File: config.mk
export PLATFORM = sky130hd
export DESIGN_NAME = mvm_mac
export DESIGN_NICKNAME = d
export VERILOG_FILES = /design/src/rtl/mvm_pkg.sv /design/src/rtl/mvm_mac.sv
export SDC_FILE = /design/constraint.sdc
export NUM_CORES = 1
export LEC_CHECK = 0
export BUFFER_PORTS_ARGS = -buffer_cell sky130_fd_sc_hd__buf_2
export CAP_MARGIN = 20
export CELL_PAD_IN_SITES_DETAIL_PLACEMENT = 2
export CELL_PAD_IN_SITES_GLOBAL_PLACEMENT = 2
export CORE_UTILIZATION = 37
export CTS_CLUSTER_DIAMETER = 120
export CTS_CLUSTER_SIZE = 14
export DETAILED_ROUTE_END_ITERATION = 16
export GPL_TIMING_DRIVEN = 0
export PLACE_DENSITY = 0.88
export SLEW_MARGIN = 20
export SYNTH_ARGS = -nofsm -noshare
export SYNTH_HDL_FRONTEND = slang
export SYNTH_SLANG_ARGS = --single-unit
File: constraint.sdc
create_clock -name clock -period 6.5 [get_ports clock]
set_clock_uncertainty 0.2 [all_clocks]
set_input_delay 0.975 -clock clock [delete_from_list [all_inputs] [get_ports clock]]
set_output_delay 0.975 -clock clock [all_outputs]
set_load 0.02 [all_outputs]
File: src/rtl/mvm_pkg.sv
// Shared types and constants of the matrix-vector multiplier.
`timescale 1ns / 1ps

package mvm_pkg;

   localparam logic [1:0] CMD_WRITE_MATRIX = 2'd0;
   localparam logic [1:0] CMD_WRITE_VECTOR = 2'd1;
   localparam logic [1:0] CMD_START        = 2'd2;

   localparam int OPERAND_W = 16;
   localparam int PRODUCT_W = 32;
   localparam int RESULT_W  = 36;
   localparam int INDEX_W   = 4;
   localparam int SIZE_W    = 5;

   localparam int RESULT_REACH = 16;
   localparam logic [SIZE_W-1:0] SIZE_RESET = 5'd16;

   typedef struct packed {
      logic               valid;
      logic               first;
      logic               last_col;
      logic               last_row;
      logic [INDEX_W-1:0] row;
   } mac_ctl_type;

endpackage

File: src/rtl/mvm_mac.sv
// Shared multiply-accumulate unit that builds one row result at a time.
`timescale 1ns / 1ps

module mvm_mac (
   input  logic                                        clock,
   input  logic                                        reset,
   input  mvm_pkg::mac_ctl_type                        ctl,
   input  logic signed [mvm_pkg::OPERAND_W-1:0]        matrix_data,
   input  logic signed [mvm_pkg::OPERAND_W-1:0]        vector_data,
   output logic                                        rsp_strobe,
   output logic [mvm_pkg::INDEX_W-1:0]                 rsp_index,
   output logic signed [mvm_pkg::RESULT_W-1:0]         rsp_value,
   output logic                                        rsp_last
);

   mvm_pkg::mac_ctl_type                        pctl_ff;
   logic signed [mvm_pkg::PRODUCT_W-1:0]        prod_ff;
   logic signed [mvm_pkg::PRODUCT_W-1:0]        prod_in;
   logic signed [mvm_pkg::RESULT_W-1:0]         acc_ff;
   logic signed [mvm_pkg::RESULT_W-1:0]         acc_in;
   logic                                        out_valid_ff;
   logic [mvm_pkg::INDEX_W-1:0]                 out_row_ff;
   logic                                        out_last_ff;

   assign prod_in = matrix_data * vector_data;

   always_comb begin
      acc_in = acc_ff;
      if (pctl_ff.valid) begin
         acc_in = (pctl_ff.first ? '0 : acc_ff) + mvm_pkg::RESULT_W'(prod_ff);
      end
   end

   always_ff @(posedge clock) begin
      if (reset) begin
         pctl_ff      <= '0;
         out_valid_ff <= 1'b0;
      end else begin
         pctl_ff      <= ctl;
         out_valid_ff <= pctl_ff.valid && pctl_ff.last_col;
      end
      prod_ff     <= prod_in;
      acc_ff      <= acc_in;
      out_row_ff  <= pctl_ff.row;
      out_last_ff <= pctl_ff.last_row;
   end

   assign rsp_strobe = out_valid_ff;
   assign rsp_index  = out_row_ff;
   assign rsp_value  = acc_ff;
   assign rsp_last   = out_last_ff;

endmodule

==> impl_metrics.tcl <==
set metrics [dict create \
    design.core.area_um2 36800 \
    cp_max_fo 7 \
    rows 70 \
    max-cap-violations 0 \
    grt_pass1_vias 14100 \
    num_vias 11800 \
    stdcell_area_um2 16800 \
    multiInputGateArea_um2 11000 \
    start_util 0.378 \
    hold_violations 0 \
    grt_pass1_wl_um 84700 \
    crit_end "prod_ff[20]" \
    synthCells 1469 \
    synthTopCellsByCount "inv_1, fa_1, nand2_1" \
    synth_edf_count 36 \
    tritoncts "done" \
    tns_ns -3.02 \
    drcViolationCount 0 \
    drive_gt1_frac 0.191 \
    seq_area_um2 2000 \
    rsz0062_at_grt "yes" \
    fin_cells 2087 \
    hold_class "reg2reg" \
    yosysWarnings 0 \
    antennaDiodeCount 0 \
    place_area_um2 14900 \
    overflow 0 \
    synth-seq-area-share 0.144 \
    drt_iter0_markers 620 \
    routed_wl_um 62800 \
    htree_levels 3 \
    synth_area_leader_cell "fa_1" \
    yosysMostFrequentCell "inv_1" \
    viasPerCell 5.65 \
    fin_crit_sh 1.05 \
    syn_nets 1891 \
    reg2reg_slack_ns 2.25 \
    grt_start_max_net_pins 20 \
    antenna_found_initial 2 \
    gp_congestion 0.869 \
    synth_flop_cell "dfxtp_1" \
    synth_top_area_frac 0.379 \
    nets 2036 \
    worstPathArrival_ns 6.89 \
    cp-startpoint "vector_data[1]" \
    fin_crit_ns 6.84 \
    syn_area_um2 13900 \
    cp.required_ns 6.55 \
    status "finished, violations left" \
    grt_use_total 0.301 \
    cts.sinks 82 \
    clk_path_buf_depth 2 \
    ant_nets 0 \
    worstSetupEndpointType "flop" \
    die_width_um 196 \
    path_class "in2reg" \
    reg2regPathDepth 13 \
    violations "negative setup slack" \
    async_flop_share 0 \
    area_growth_pct 20.9 \
    fillers 3839 \
    clock_latency_ns 0.35 \
    synthTopCellsByArea "fa_1, ha_1, inv_1, edfxtp_1, dfxtp_1" \
    setup_violations 15 \
    die_area_um2 38300 \
    r2r_end "rsp_value[24]" \
    ioPinCount 84 \
    drt-wirelength-per-cell_um 30.1 \
    die_y_um 196 \
    ys_seq_elements 82 \
    fin_util 0.457 \
    ys_types 54 \
    port_buffers 83 \
    numCtsBuffers 9 \
    place_inst 2021 \
    worst_slack_ns -0.341 \
    tightest_slew_ns 0.608 \
    hpwl_um 41700 \
    root_buffer "clkbuf_16" \
    slew_violations 0 \
    maxSlewHeadroom 0.590 \
    max_freq_ghz 0.146 \
    clk_pin_slew_worst_paths_ns 0.07 \
    start_kind "input port" \
    first_pass_iters 7 \
    regToRegStartpoint "pctl_ff[6]" \
    avgSynthCellArea_um2 9.46 \
]
[metal layers]
| layer | global-route usage | vias up | share of wire | routed length [um] |
|---|---|---|---|---|
| met1 | 0.301 | 6179 | 0.34 | 21400 |
| li1 | - | 4792 | - | - |
| met4 | 0.214 | 0 | 0.086 | 5380 |
| met2 | 0.579 | 536 | 0.52 | 32600 |
| met5 | 0 | - | 0 | 0 |
| met3 | 0.0349 | 283 | 0.055 | 3430 |
[state kept, by name, summed over array words and instances (netlist names)]
| signal | cells |
|---|---|
| rsp_index | 4 |
| rsp_strobe | 1 |
| rsp_last | 1 |
| rsp_value | 36 |
| pctl_ff | 8 |
| prod_ff | 32 |
[cell type report]
cell class              count  share of cell area
plain buffers              34              0.0364
well taps                 468              0.0349
clock inverters             7             0.00454
inverters                 325              0.0730
flip-flops and latches     82               0.119
repair buffers            138              0.0649
clock buffers               9              0.0134
multi-input cells        1024               0.654
[layout by cell type, fill, tap and decap left out, types with 35 or more instances in the layout]
master / n
inv_1: 304
fa_1: 237
nand2_1: 144
and2_1: 116
ha_1: 102
buf_2: 56
buf_4: 54
xnor2_1: 48
dfxtp_1: 45
nor2b_1: 43
nor2_1: 36
edfxtp_1: 36
a21oi_1: 35
[critical path, stage by stage]
cell	delay (ns)
buf_6	0.11
clkbuf_16	0.16
buf_4	0.13
nand2_1	0.10
fa_1	0.62
fa_1	0.51
fa_1	0.60
inv_1	0.09
fa_2	0.63
fa_1	0.48
inv_1	0.11
fa_1	0.44
inv_2	0.09
ha_4	0.21
and4_4	0.16
and2_4	0.16
o211ai_1	0.18
buf_4	0.19
a31oi_4	0.09
nand2b_4	0.17
a31o_4	0.27
a21oi_2	0.21
xnor2_2	0.18
[worst min-delay path by stage]
stage                          start           end  slack, ns  cells after the start
after floorplan           pctl_ff[0]  rsp_index[0]       0.11                      0
after global placement    pctl_ff[0]  rsp_index[0]       0.11                      0
after detailed placement  pctl_ff[1]  rsp_index[1]       0.12                      0
after CTS                 pctl_ff[1]  rsp_index[1]       0.13                      0
after global routing      pctl_ff[1]  rsp_index[1]       0.15                      0
final                     pctl_ff[1]  rsp_index[1]       0.13                      0
[kinds of logic after synthesis]
logic type	share of synthesized area
AND/OR/NAND/NOR	0.155
buffers and inverters	0.0981
AO/OA/AOI/OAI	0.0763
XOR/XNOR	0.0422
adder cells (fa/ha/maj)	0.484
flip-flops	0.144
[per-stage QoR]
step | hold WS (ns) | worst slack, ns
after global routing | 0.147 | -0.462
after floorplan | 0.110 | 0.0444
after CTS | 0.135 | -0.0663
after detailed placement | 0.119 | -1.54
after global placement | 0.111 | -1.13
final | 0.132 | -0.341
[what timing repair did]
item	in CTS	in global routing
gates resized for setup	209	85
hold buffers	0	0
hold endpoints to repair	0	0
setup endpoints to repair	16	12
gates cloned	3	3
buffers inserted	32	16
pin swaps	50	55
Power is not shown: default switching activity piles up to over one toggle a cycle in this logic, so the estimate is an artifact.
