<file path="config.mk">
export PLATFORM = sky130hd
export DESIGN_NAME = mvm_ctrl
export DESIGN_NICKNAME = d
export VERILOG_FILES = /design/src/rtl/mvm_pkg.sv /design/src/rtl/mvm_ctrl.sv
export SDC_FILE = /design/constraint.sdc
export NUM_CORES = 1
export LEC_CHECK = 0
export BUFFER_PORTS_ARGS = -buffer_cell sky130_fd_sc_hd__buf_4
export CAP_MARGIN = 40
export CORE_MARGIN = 4
export CORE_UTILIZATION = 53
export DETAILED_ROUTE_END_ITERATION = 10
export PLACE_DENSITY = 0.81
export SKIP_LAST_GASP = 1
export SLEW_MARGIN = 20
export SYNTH_ARGS = -nofsm -noshare
export SYNTH_HDL_FRONTEND = slang
export SYNTH_SLANG_ARGS = --single-unit
export TNS_END_PERCENT = 100
</file>
<file path="constraint.sdc">
create_clock -name clock -period 3 [get_ports clock]
set_input_delay 0.6 -clock clock [delete_from_list [all_inputs] [get_ports clock]]
set_output_delay 0.6 -clock clock [all_outputs]
set_load 0.02 [all_outputs]
</file>
<file path="src/rtl/mvm_pkg.sv">
// Shared types and constants of the matrix-vector multiplier.
`timescale 1ns / 1ps

package mvm_pkg;

   localparam logic [1:0] CMD_WRITE_MATRIX = 2'd0;
   localparam logic [1:0] CMD_WRITE_VECTOR = 2'd1;
   localparam logic [1:0] CMD_START        = 2'd2;

   localparam int OPERAND_W = 16;
   localparam int PRODUCT_W = 32;
   localparam int RESULT_W  = 36;
   localparam int INDEX_W   = 4;
   localparam int SIZE_W    = 5;

   localparam int RESULT_REACH = 16;
   localparam logic [SIZE_W-1:0] SIZE_RESET = 5'd16;

   typedef struct packed {
      logic               valid;
      logic               first;
      logic               last_col;
      logic               last_row;
      logic [INDEX_W-1:0] row;
   } mac_ctl_type;

endpackage

</file>
<file path="src/rtl/mvm_ctrl.sv">
// Sequencer that walks rows and columns of the active square through the MAC.
`timescale 1ns / 1ps

module mvm_ctrl #(
   parameter int MAX_DIM = 16
) (
   input  logic                               clock,
   input  logic                               reset,
   input  logic                               start,
   input  logic [1:0]                         command,
   input  logic [mvm_pkg::SIZE_W-1:0]         size,
   output logic                               busy,
   output logic [mvm_pkg::INDEX_W-1:0]        rd_row,
   output logic [mvm_pkg::INDEX_W-1:0]        rd_col,
   output mvm_pkg::mac_ctl_type               ctl
);

   localparam int CAP = (MAX_DIM < mvm_pkg::RESULT_REACH) ? MAX_DIM : mvm_pkg::RESULT_REACH;

   typedef enum logic {
      IDLE_ST,
      RUN_ST
   } state_type;

   state_type                       state_ff, state_in;
   logic [mvm_pkg::INDEX_W-1:0]     row_ff, row_in;
   logic [mvm_pkg::INDEX_W-1:0]     col_ff, col_in;
   logic [mvm_pkg::INDEX_W-1:0]     lim_ff, lim_in;
   mvm_pkg::mac_ctl_type            ctl_ff, ctl_in;
   logic [mvm_pkg::SIZE_W-1:0]      active;
   logic [mvm_pkg::INDEX_W-1:0]     lim_new;
   logic                            go;

   always_comb begin
      priority if (size == '0) begin
         active = mvm_pkg::SIZE_W'(1);
      end else if (int'(size) > CAP) begin
         active = mvm_pkg::SIZE_W'(CAP);
      end else begin
         active = size;
      end
   end

   assign lim_new = mvm_pkg::INDEX_W'(active - mvm_pkg::SIZE_W'(1));
   assign go      = start && (state_ff == IDLE_ST) && (command == mvm_pkg::CMD_START);

   always_comb begin
      state_in = state_ff;
      row_in   = row_ff;
      col_in   = col_ff;
      lim_in   = lim_ff;
      ctl_in   = '0;
      unique case (state_ff)
         IDLE_ST: begin
            if (go) begin
               state_in = RUN_ST;
               row_in   = '0;
               col_in   = '0;
               lim_in   = lim_new;
            end
         end
         RUN_ST: begin
            ctl_in.valid    = 1'b1;
            ctl_in.first    = (col_ff == '0);
            ctl_in.last_col = (col_ff == lim_ff);
            ctl_in.last_row = (row_ff == lim_ff);
            ctl_in.row      = row_ff;
            if (col_ff == lim_ff) begin
               col_in = '0;
               if (row_ff == lim_ff) begin
                  state_in = IDLE_ST;
               end else begin
                  row_in = row_ff + 1'b1;
               end
            end else begin
               col_in = col_ff + 1'b1;
            end
         end
      endcase
   end

   always_ff @(posedge clock) begin
      if (reset) begin
         state_ff <= IDLE_ST;
         ctl_ff   <= '0;
      end else begin
         state_ff <= state_in;
         ctl_ff   <= ctl_in;
      end
      row_ff <= row_in;
      col_ff <= col_in;
      lim_ff <= lim_in;
   end

   assign busy   = (state_ff == RUN_ST);
   assign rd_row = row_ff;
   assign rd_col = col_ff;
   assign ctl    = ctl_ff;

   property p_counters_in_range;
      @(posedge clock) disable iff (reset)
         (state_ff == RUN_ST) |-> (row_ff <= lim_ff) && (col_ff <= lim_ff);
   endproperty
   a_counters_in_range: assert property (p_counters_in_range)
      else $error("row or column counter beyond the active size");

   property p_run_ends;
      @(posedge clock) disable iff (reset)
         (state_ff == RUN_ST) && (row_ff == lim_ff) && (col_ff == lim_ff) |=>
            (state_ff == IDLE_ST);
   endproperty
   a_run_ends: assert property (p_run_ends)
      else $error("sequencer did not return to idle after the final product");

   property p_row_continues;
      @(posedge clock) disable iff (reset)
         ctl_ff.valid && !ctl_ff.last_col |=>
            ctl_ff.valid && !ctl_ff.first && (ctl_ff.row == $past(ctl_ff.row));
   endproperty
   a_row_continues: assert property (p_row_continues)
      else $error("row accumulation interrupted before its final column");

endmodule

</file>
==> flow_metrics.tcl <==
set metrics [dict create \
    first_pass_iters 3 \
    grt_max_degree 12 \
    min-delay-start "reset" \
    finalNetCount 122 \
    syn_inst 77 \
    place_inst 119 \
    cts_resized 0 \
    insertion_delay_ns 0.30 \
    yosysSeqAreaShare_pct 58.1 \
    instances_no_fill 123 \
    p_leak_nw 0.506 \
    htreeDepth 1 \
    antennaDiodeCount 0 \
    layout_min_cycle_time_ns 1.95 \
    finalSetupViolations 0 \
    cp-start-kind "register" \
    coreArea_sq_um 1580 \
    finalCritPeriodShare_pct 64.8 \
    ys_types 20 \
    skew_ns 0.00338 \
    syn-cell-area_sq_um 931 \
    io_buffers 26 \
    status "finished, final reports clean" \
    routed_via_density 5.30 \
    synth_nets 91 \
    synth_warnings 0 \
    grt_pass1_wl_microns 3020 \
    synth.avg_cell_area_sq_um 12.1 \
    layout-drive-gt1-share_pct 29.9 \
    io_pins 27 \
    track_usage_pct 16.6 \
    required_ns 2.98 \
    dieHeight_microns 49.9 \
    antenna_found_initial 0 \
    hold_class "in -> reg" \
    startpoint "rd_col[2]" \
    vias 652 \
    syn_to_final_growth_pct 25.9 \
    drc_errors 0 \
    hold_violations 0 \
    clk_root_buffer_cell "clkbuf_4" \
    grt_pass1_vias 688 \
    fp.dieW_microns 49.9 \
    power_density_nw_per_um2 445 \
    fin_tns_setup_ns 0 \
    arrival_ns 1.92 \
    clock_sinks 21 \
    rr_startpoint "rd_col[2]" \
    worstSetupPathType "reg -> reg" \
    ant_nets 0 \
    irDropWorstVdd_mv 0.309 \
    n_fill_cell 119 \
    max_clock_freq_mhz 514 \
    rsz0062_at_grt "no" \
    cts_tree "done" \
    rows 14 \
    place_congestion 0.722 \
    layout_common_cells "26 x buf_4, 12 x edfxtp_1, 10 x xor2_1, 9 x nor2_1, 9 x dfxtp_1" \
    cap_viol_max_count 0 \
    max_slew.worst_pin.slew_ns 0.575 \
    clock_path_buffers 2 \
    start_util_pct 59.0 \
    dp_hpwl_microns 1470 \
    synth-seq-cells 21 \
    final_common_cell "buf_4" \
    relSlewSlack_pct 61.1 \
    wire_per_inst_microns 14.5 \
    routed_wirelength_microns 1780 \
    postCtsSetupRepairBufs 0 \
    critPathMaxFanout 5 \
    drt-initial-drc-count 6 \
    overflow 0 \
    endpoint_kind "register" \
    holdBufCountCts 0 \
    final_max_slew_viol_count 0 \
    die-area_sq_um 2490 \
    path_clk_slew_ns 0.11 \
    cts_buffers 3 \
]
==> stage by stage <==
step	total power, W	setup WS (ns)	area [sq um]	utilization, %	hold slack (ns)
after CTS	0.000528	1.05	1170	74.4	0.455
after floorplan	0.000367	1.05	931	-	0.651
final	0.000522	1.05	1170	74.4	0.468
after global placement	0.000394	1.13	1150	72.7	0.594
after detailed placement	0.000397	1.06	1150	72.7	0.600
after global routing	0.000551	0.976	1170	74.4	0.448
==> sequential cells by signal, summed over array words and instances, names as in the netlist <==
name    count
busy        1
lim_ff      4
rd_col      4
rd_row      4
ctl         8
==> layer usage <==
layer	up-vias	global-route usage, %	wire (microns)
li1	325	-	-
met1	303	17.3	671
met2	21	30.2	960
met3	3	6.33	125
met4	0	5.53	23
met5	-	0	0
==> power breakdown <==
group | switching, W | internal (W)
Combinational | 0.0000341 | 0.0000307
Sequential | 0.0000106 | 0.000315
Clock | 0.0000797 | 0.0000519
Total | 0.000124 | 0.000397
==> critical path, cell delays in order (launching register included) <==
cell and delay, ns:
edfxtp_1 0.49, xor2_1 0.23, or4_4 0.55, o31ai_2 0.35
==> final cells by class <==
| class | instances | area [sq um] | area share [%] |
|---|---|---|---|
| Sequential cell | 21 | 541 | 46.1 |
| Multi-Input combinational cell | 50 | 368 | 31.4 |
| Timing Repair Buffer | 26 | 195 | 16.6 |
| Clock buffer | 4 | 26.3 | 2.24 |
| Inverter | 6 | 22.5 | 1.92 |
| Tap cell | 16 | 20.0 | 1.71 |
==> synthesized netlist by cell type <==
| cell | instances | area (sq um) |
|---|---|---|
| dfxtp_1 | 9 | 180 |
| nand3_1 | 2 | 10.0 |
| inv_1 | 6 | 22.5 |
| and4bb_2 | 1 | 12.5 |
| nor4_1 | 2 | 12.5 |
| xor2_1 | 10 | 87.6 |
| xnor2_1 | 3 | 26.3 |
| nor3_1 | 2 | 10.0 |
| o41ai_1 | 1 | 8.76 |
| ha_1 | 4 | 50.1 |
| a311oi_1 | 1 | 8.76 |
| edfxtp_1 | 12 | 360 |
| nand2b_1 | 3 | 18.8 |
| o31ai_2 | 1 | 12.5 |
| o21bai_1 | 1 | 7.51 |
| and2_1 | 6 | 37.5 |
| o31ai_1 | 1 | 7.51 |
| or4_4 | 1 | 11.3 |
| nor2_1 | 9 | 33.8 |
| and3_1 | 2 | 12.5 |
==> logic make-up after synthesis <==
kind of cell | after synthesis | synth area share (%)
simple gates | 28 | 17.1
flops | 21 | 58.1
xor+xnor | 13 | 12.2
buf+inv | 6 | 2.42
compound gates | 5 | 4.84
fa+ha+maj | 4 | 5.38
==> worst paths after layout <==
kind                                  end  cells past startpoint  slack [ns]
worst min-delay path               ctl[5]                      2        0.47
worst max register to register  rd_row[2]                      3        1.05
worst max-delay path            rd_row[2]                      3        1.05
worst min register to register     ctl[3]                      1        0.62
Power figures use the tool's default switching activity.
