## src/rtl/mvm_ram.sv

```systemverilog
// Generic single-write, single-read RAM with registered read data.
`timescale 1ns / 1ps

module mvm_ram #(
   parameter int WIDTH = 16,
   parameter int DEPTH = 16,
   localparam int AW = (DEPTH > 1) ? $clog2(DEPTH) : 1
) (
   input  logic             clock,
   input  logic             wr_en,
   input  logic [AW-1:0]    wr_addr,
   input  logic [WIDTH-1:0] wr_data,
   input  logic [AW-1:0]    rd_addr,
   output logic [WIDTH-1:0] rd_data
);

   logic [WIDTH-1:0] mem_ff [DEPTH];
   logic [WIDTH-1:0] rd_data_ff;

   always_ff @(posedge clock) begin
      if (wr_en) begin
         mem_ff[wr_addr] <= wr_data;
      end
      rd_data_ff <= mem_ff[rd_addr];
   end

   assign rd_data = rd_data_ff;

endmodule

```

## config.mk

```make
export PLATFORM = sky130hd
export DESIGN_NAME = mvm_ram
export DESIGN_NICKNAME = d
export VERILOG_FILES = /design/src/rtl/mvm_ram.sv
export SDC_FILE = /design/constraint.sdc
export NUM_CORES = 1
export LEC_CHECK = 0
export ABC_AREA = 1
export CAP_MARGIN = 20
export CORE_MARGIN = 1
export CORE_UTILIZATION = 62
export DETAILED_ROUTE_END_ITERATION = 12
export DONT_BUFFER_PORTS = 1
export PLACE_DENSITY_LB_ADDON = 0.1
export SYNTH_ARGS = -nofsm -noshare
export SYNTH_HDL_FRONTEND = slang
export SYNTH_SLANG_ARGS = --single-unit
```

## constraint.sdc

```tcl
create_clock -name clock -period 2.3 [get_ports clock]
set_input_delay 0.345 -clock clock [delete_from_list [all_inputs] [get_ports clock]]
set_output_delay 0.345 -clock clock [all_outputs]
set_load 0.05 [all_outputs]
```

==> results.cfg, run 1 <==
[floorplan]
core_area_um2 = 18000
die_area_um2 = 18900
rows = 49
die_x_um = 137
die_h_um = 137
io_pins = 42
start_util_pct = 63.4

[clock_network]
clock-root-buffer = clkbuf_16
clockBufferDepth = 3
htreeDepth = 1
cts_resized = 0
cts-hold-fix-buffers = 17
numClockSinks = 272
cts_buffers = 27
cts_setup_buffers = 0
path_clk_slew_ps = 60
insertion_delay_ps = 520
cts_tree = yes

[routing]
vias = 7120
routed_wl_um = 24800
routedWlPerCell_um = 18.5
dr.pass1.iters = 5
first_iter_violations = 578
viasPerCell = 5.30
antenna_left = 0
drcViolationCount = 0

[sta]
fin_crit_ps = 1560
worstMarginPinSlew_ps = 770
slew_violations = 0
worst_slew_margin_rel_pct = 48.6
worst_slack_ps = 742
fin_crit_sh_pct = 67.8
setup_viol = 0
fmax_ghz = 0.642
fin_skew_ps = 7.80
rsz0062_at_grt = no
finalHoldViolCount = 0
fin_setup_tns_ps = 0

[logic_synthesis]
yosysWarnings = 0
synth_seq_area_share_pct = 70.4
ys_types = 13
syn_inst = 1074
syn-mean-instance-area_um2 = 10.6
mappedNetlistNets = 1100
ys_ff_latch = 272
netlist_area_um2 = 11400

[worst_hold_path]
hold_class = in -> reg

[grt]
use_met2_pct = 44.0
grt_pass1_vias = 6649
grt_max_degree = 130
use_met1_pct = 39.4
grt_use_total_pct = 27.5
gr-usage-met3_pct = 4.16
grt_pass1_wl_um = 37800
gr-max-usage-layer = met2
grt.overflow.total = 0
antenna_found_initial = 1

[run]
maxCapViolCount = 0

[layout]
syn2layout_area_growth_pct = 11.0
final_common_cell = nand2_1
fillerInstances = 1334
seqCellArea_um2 = 8010
multiInputGateArea_um2 = 2360
drive_gt1_share_pct = 6.74
final_cell_mix = 341 x nand2_1, 256 x edfxtp_1, 196 x inv_1, 193 x nand3_1, 27 x clkbuf_16
nets = 1120

[power_and_ir_drop]
leakagePower_nw = 5.37
peakVddDrop_mv = 0.628
p_per_area_nw_per_um2 = 815

[run_status]
outcome = completed

[placement]
dp_hpwl_um = 13700
place_ws_ps = 602
gp_congestion = 0.782
port_buffers = 0

[critical_path]
worst_ep_required_time_ps = 1960
cp-end-kind = primary output
critPathLaunchType = flip-flop
crit_arrival_ps = 1210
critPathKind = reg -> out
critPathMaxFanout = 1
## layer usage
layer / vias to the layer above / wire length [µm]
met5: - / 0
met4: 0 / 482
met3: 41 / 1690
met2: 255 / 11900
met1: 3320 / 10700
li1: 3504 / -
## power breakdown
part	switching (mW)	internal, mW
clock network	1.70	2.38
logic	0.343	0.165
registers	0.158	5.54
total	2.20	8.09
## synthesized netlist by cell type (all sizes together)
master | instances | area share [%]
nand2 | 341 | 11
dfxtp | 16 | 2.8
edfxtp | 256 | 68
nand3 | 193 | 8.5
nor2 | 17 | 0.56
clkbuf | 10 | 0.33
inv | 198 | 6.5
buf | 41 | 2.4
nand3b | 2 | 0.13
## state kept, by name, summed over array words and instances, names as in the netlist
| signal | flops |
|---|---|
| mem_ff | 256 |
| rd_data | 16 |
## cells by family (layout without fill, tap and decap cells)
logic type | count (synthesis) | in the layout | share of synthesized area, %
buf+inv | 249 | 288 | 9.21
flops | 272 | 272 | 70.4
simple gates | 553 | 553 | 20.4
other cells | 0 | 1 | 0
## cell type report
class	instances	share of cell area (%)
antenna	1	0.0198
clock buffer	45	6.12
clock inverter	3	0.337
inverter	198	5.89
multi-input combinational	553	18.7
sequential	272	63.4
tap	229	2.27
timing repair buffer	42	3.23
## metrics by stage
step	cells	instance area [µm²]	total power [mW]	hold slack, ps	utilization, %
2_1_floorplan	1074	11400	6.16	444	-
3_3_place_gp	1277	11600	6.22	444	64.8
3_5_place_dp	1277	11600	6.23	444	64.8
4_1_cts	1342	12600	10.3	0.536	70.3
5_1_grt	1342	12600	10.6	7.55	70.3
6_report	1343	12600	10.3	19.2	70.3
## worst paths after layout
| kind | start | to | slack [ps] | cells past startpoint |
|---|---|---|---|---|
| setup / recovery | rd_data[6] | rd_data[6] | 740 | 0 |
| hold / removal | rd_addr[3] | rd_data[2] | 20 | 2 |
| setup reg to reg | mem_ff[3][3] | rd_data[3] | 1280 | 6 |
| hold reg to reg | mem_ff[4][4] | rd_data[4] | 660 | 6 |
Note: power is estimated with default switching activity, not from simulation.
==> inputs of run 2 (changes only) <==
CORE_UTILIZATION = 57   (was 62)
clock period = 1.3 ns   (was 2.3 ns; I/O delays follow)
==> results.cfg, run 2 (synthesized netlist as in run 1, its figures left out) <==
[run_status]
outcome = finished with violations
violations = negative hold slack

[critical_path]
path_delay_family = flip-flops
reg2reg_slack_ps = 320
worstReg2RegStart = mem_ff[1][9]
worst_r2r_path_depth = 6
cp-end-kind = primary output
cp_cell_sequence = buf_4
worst_ep_required_time_ps = 1110
crit_slowest_cell = dfxtp_1
max_stage_delay_ps = 330
critPathLaunchType = flip-flop
r2r-end = rd_data[9]
critPathKind = reg -> out
cp_num_buf_inv = 1
critPathMaxFanout = 1
crit_arrival_ps = 1080

[layout]
post-route-util_pct = 66.7
final_cell_mix = 341 x nand2_1, 256 x edfxtp_1, 196 x inv_1, 193 x nand3_1, 29 x clkbuf_16
fillerInstances = 1541
nets = 1138
drive_gt1_share_pct = 10.1
final_common_cell = nand2_1
syn2layout_area_growth_pct = 14.4
fin_area_um2 = 13000
top_register = mem_ff
largest_reg_flops = 256

[sta]
fmax_ghz = 0.786
worst_slew_margin_rel_pct = 52.0
fin_setup_tns_ps = 0
finalHoldViolCount = 16
worstMarginPinSlew_ps = 718
whs_ps = -178
fin_skew_ps = 7.41
slew_violations = 0
setup_viol = 0
fin_crit_sh_pct = 97.8
rsz0062_at_grt = no
fin_crit_ps = 1270

[placement]
port_buffers = 0
gp_congestion = 0.753
placed_area_um2 = 12000
dp_hpwl_um = 15000

[floorplan]
core_area_um2 = 19500
die_h_um = 143
start_util_pct = 58.3
rows = 51
die_area_um2 = 20500
io_pins = 42
die_x_um = 143

[grt]
grt_use_total_pct = 26.8
grt_pass1_wl_um = 39800
grt.overflow.total = 0
antenna_found_initial = 0
grt_max_degree = 130
grt_pass1_vias = 6906

[worst_hold_path]
hold_start = rd_addr[3]
hold_class = in -> reg
whs_path_depth = 2
hold_end = rd_data[15]

[routing]
drcViolationCount = 0
first_iter_violations = 707
vias = 7323
antenna_left = 0
viasPerCell = 5.23
routedWlPerCell_um = 18.8
dr.pass1.iters = 5
routed_wl_um = 26400

[run]
maxCapViolCount = 0

[power_and_ir_drop]
leakagePower_nw = 5.54
p_comb_share_pct = 5.6
p_seq_share_pct = 54.0
p_sw_share_pct = 22.1
p_sw_mw = 4.11
p_per_area_nw_per_um2 = 1430
pwr-share-clk_pct = 40.3
intPower_mw = 14.5
peakVddDrop_mv = 0.999

[clock_network]
clockBufferDepth = 3
cts_buffers = 28
cts-hold-fix-buffers = 17
clock-root-buffer = clkbuf_16
numClockSinks = 272
cts_setup_buffers = 0
htreeDepth = 1
path_clk_slew_ps = 60
insertion_delay_ps = 530
cts_tree = yes
run 2: cell types whose count changed in the layout (fill, tap and decap cells not counted), moves of 2 or more:
cell | before | now
dfxtp_2 | 0 | 13
buf_4 | 21 | 27
buf_12 | 4 | 16
dfxtp_1 | 16 | 3
clkbuf_1 | 15 | 11
clkbuf_16 | 27 | 29
clkinv_2 | 1 | 8
run 2: how the worst max path moves through the flow:
stage	from	end	slack, ps	cells past startpoint
floorplan	wr_addr[2]	mem_ff[10][0]	-190	2
global placement	wr_en	mem_ff[15][2]	90	3
detailed placement	wr_addr[2]	mem_ff[8][10]	70	3
CTS	rd_data[4]	rd_data[4]	8	1
global route	rd_data[4]	rd_data[4]	0.8	1
finish	rd_data[4]	rd_data[4]	30	1
run 2: power by group through the flow:
stage / Clock [mW] / Combinational (mW) / Sequential, mW
floorplan: 0 / 0.665 / 10.2
global placement: 0 / 0.855 / 10.2
detailed placement: 0 / 0.864 / 10.2
CTS: 7.58 / 1.05 / 10.1
global route: 7.91 / 1.16 / 10.1
finish: 7.50 / 1.05 / 10.1
run 2: cell type report:
class,count,area (µm²),area share (%)
Antenna cell,1,2.50,0.0192
Clock buffer,44,822,6.32
Clock inverter,8,42.5,0.327
Inverter,198,744,5.72
Multi-Input combinational cell,553,2360,18.2
Sequential cell,272,8020,61.7
Tap cell,265,332,2.55
Timing Repair Buffer,59,683,5.25
run 2: per-stage QoR:
stage	power [mW]	hold slack (ps)	cells	worst slack [ps]
2_1_floorplan	10.9	294	1074	-195
3_3_place_gp	11.1	294	1330	90.0
3_5_place_dp	11.1	295	1330	70.6
4_1_cts	18.7	-202	1399	7.81
5_1_grt	19.1	-198	1399	0.760
6_report	18.6	-178	1400	28.4
run 2: metal layers:
metal  global-route usage (%)  wire, µm  vias up
li1                         -         -     3544
met3                     3.67      1450       58
met4                     10.3       920        0
met2                     43.0     12400      208
met1                     37.6     11600     3513
met5                        0         0        -
run 2: timing repair:
| action | in CTS | in global routing |
|---|---|---|
| hold endpoints to repair | 272 | 16 |
| setup endpoints to repair | 13 | 0 |
| gates resized for setup | 13 | 0 |
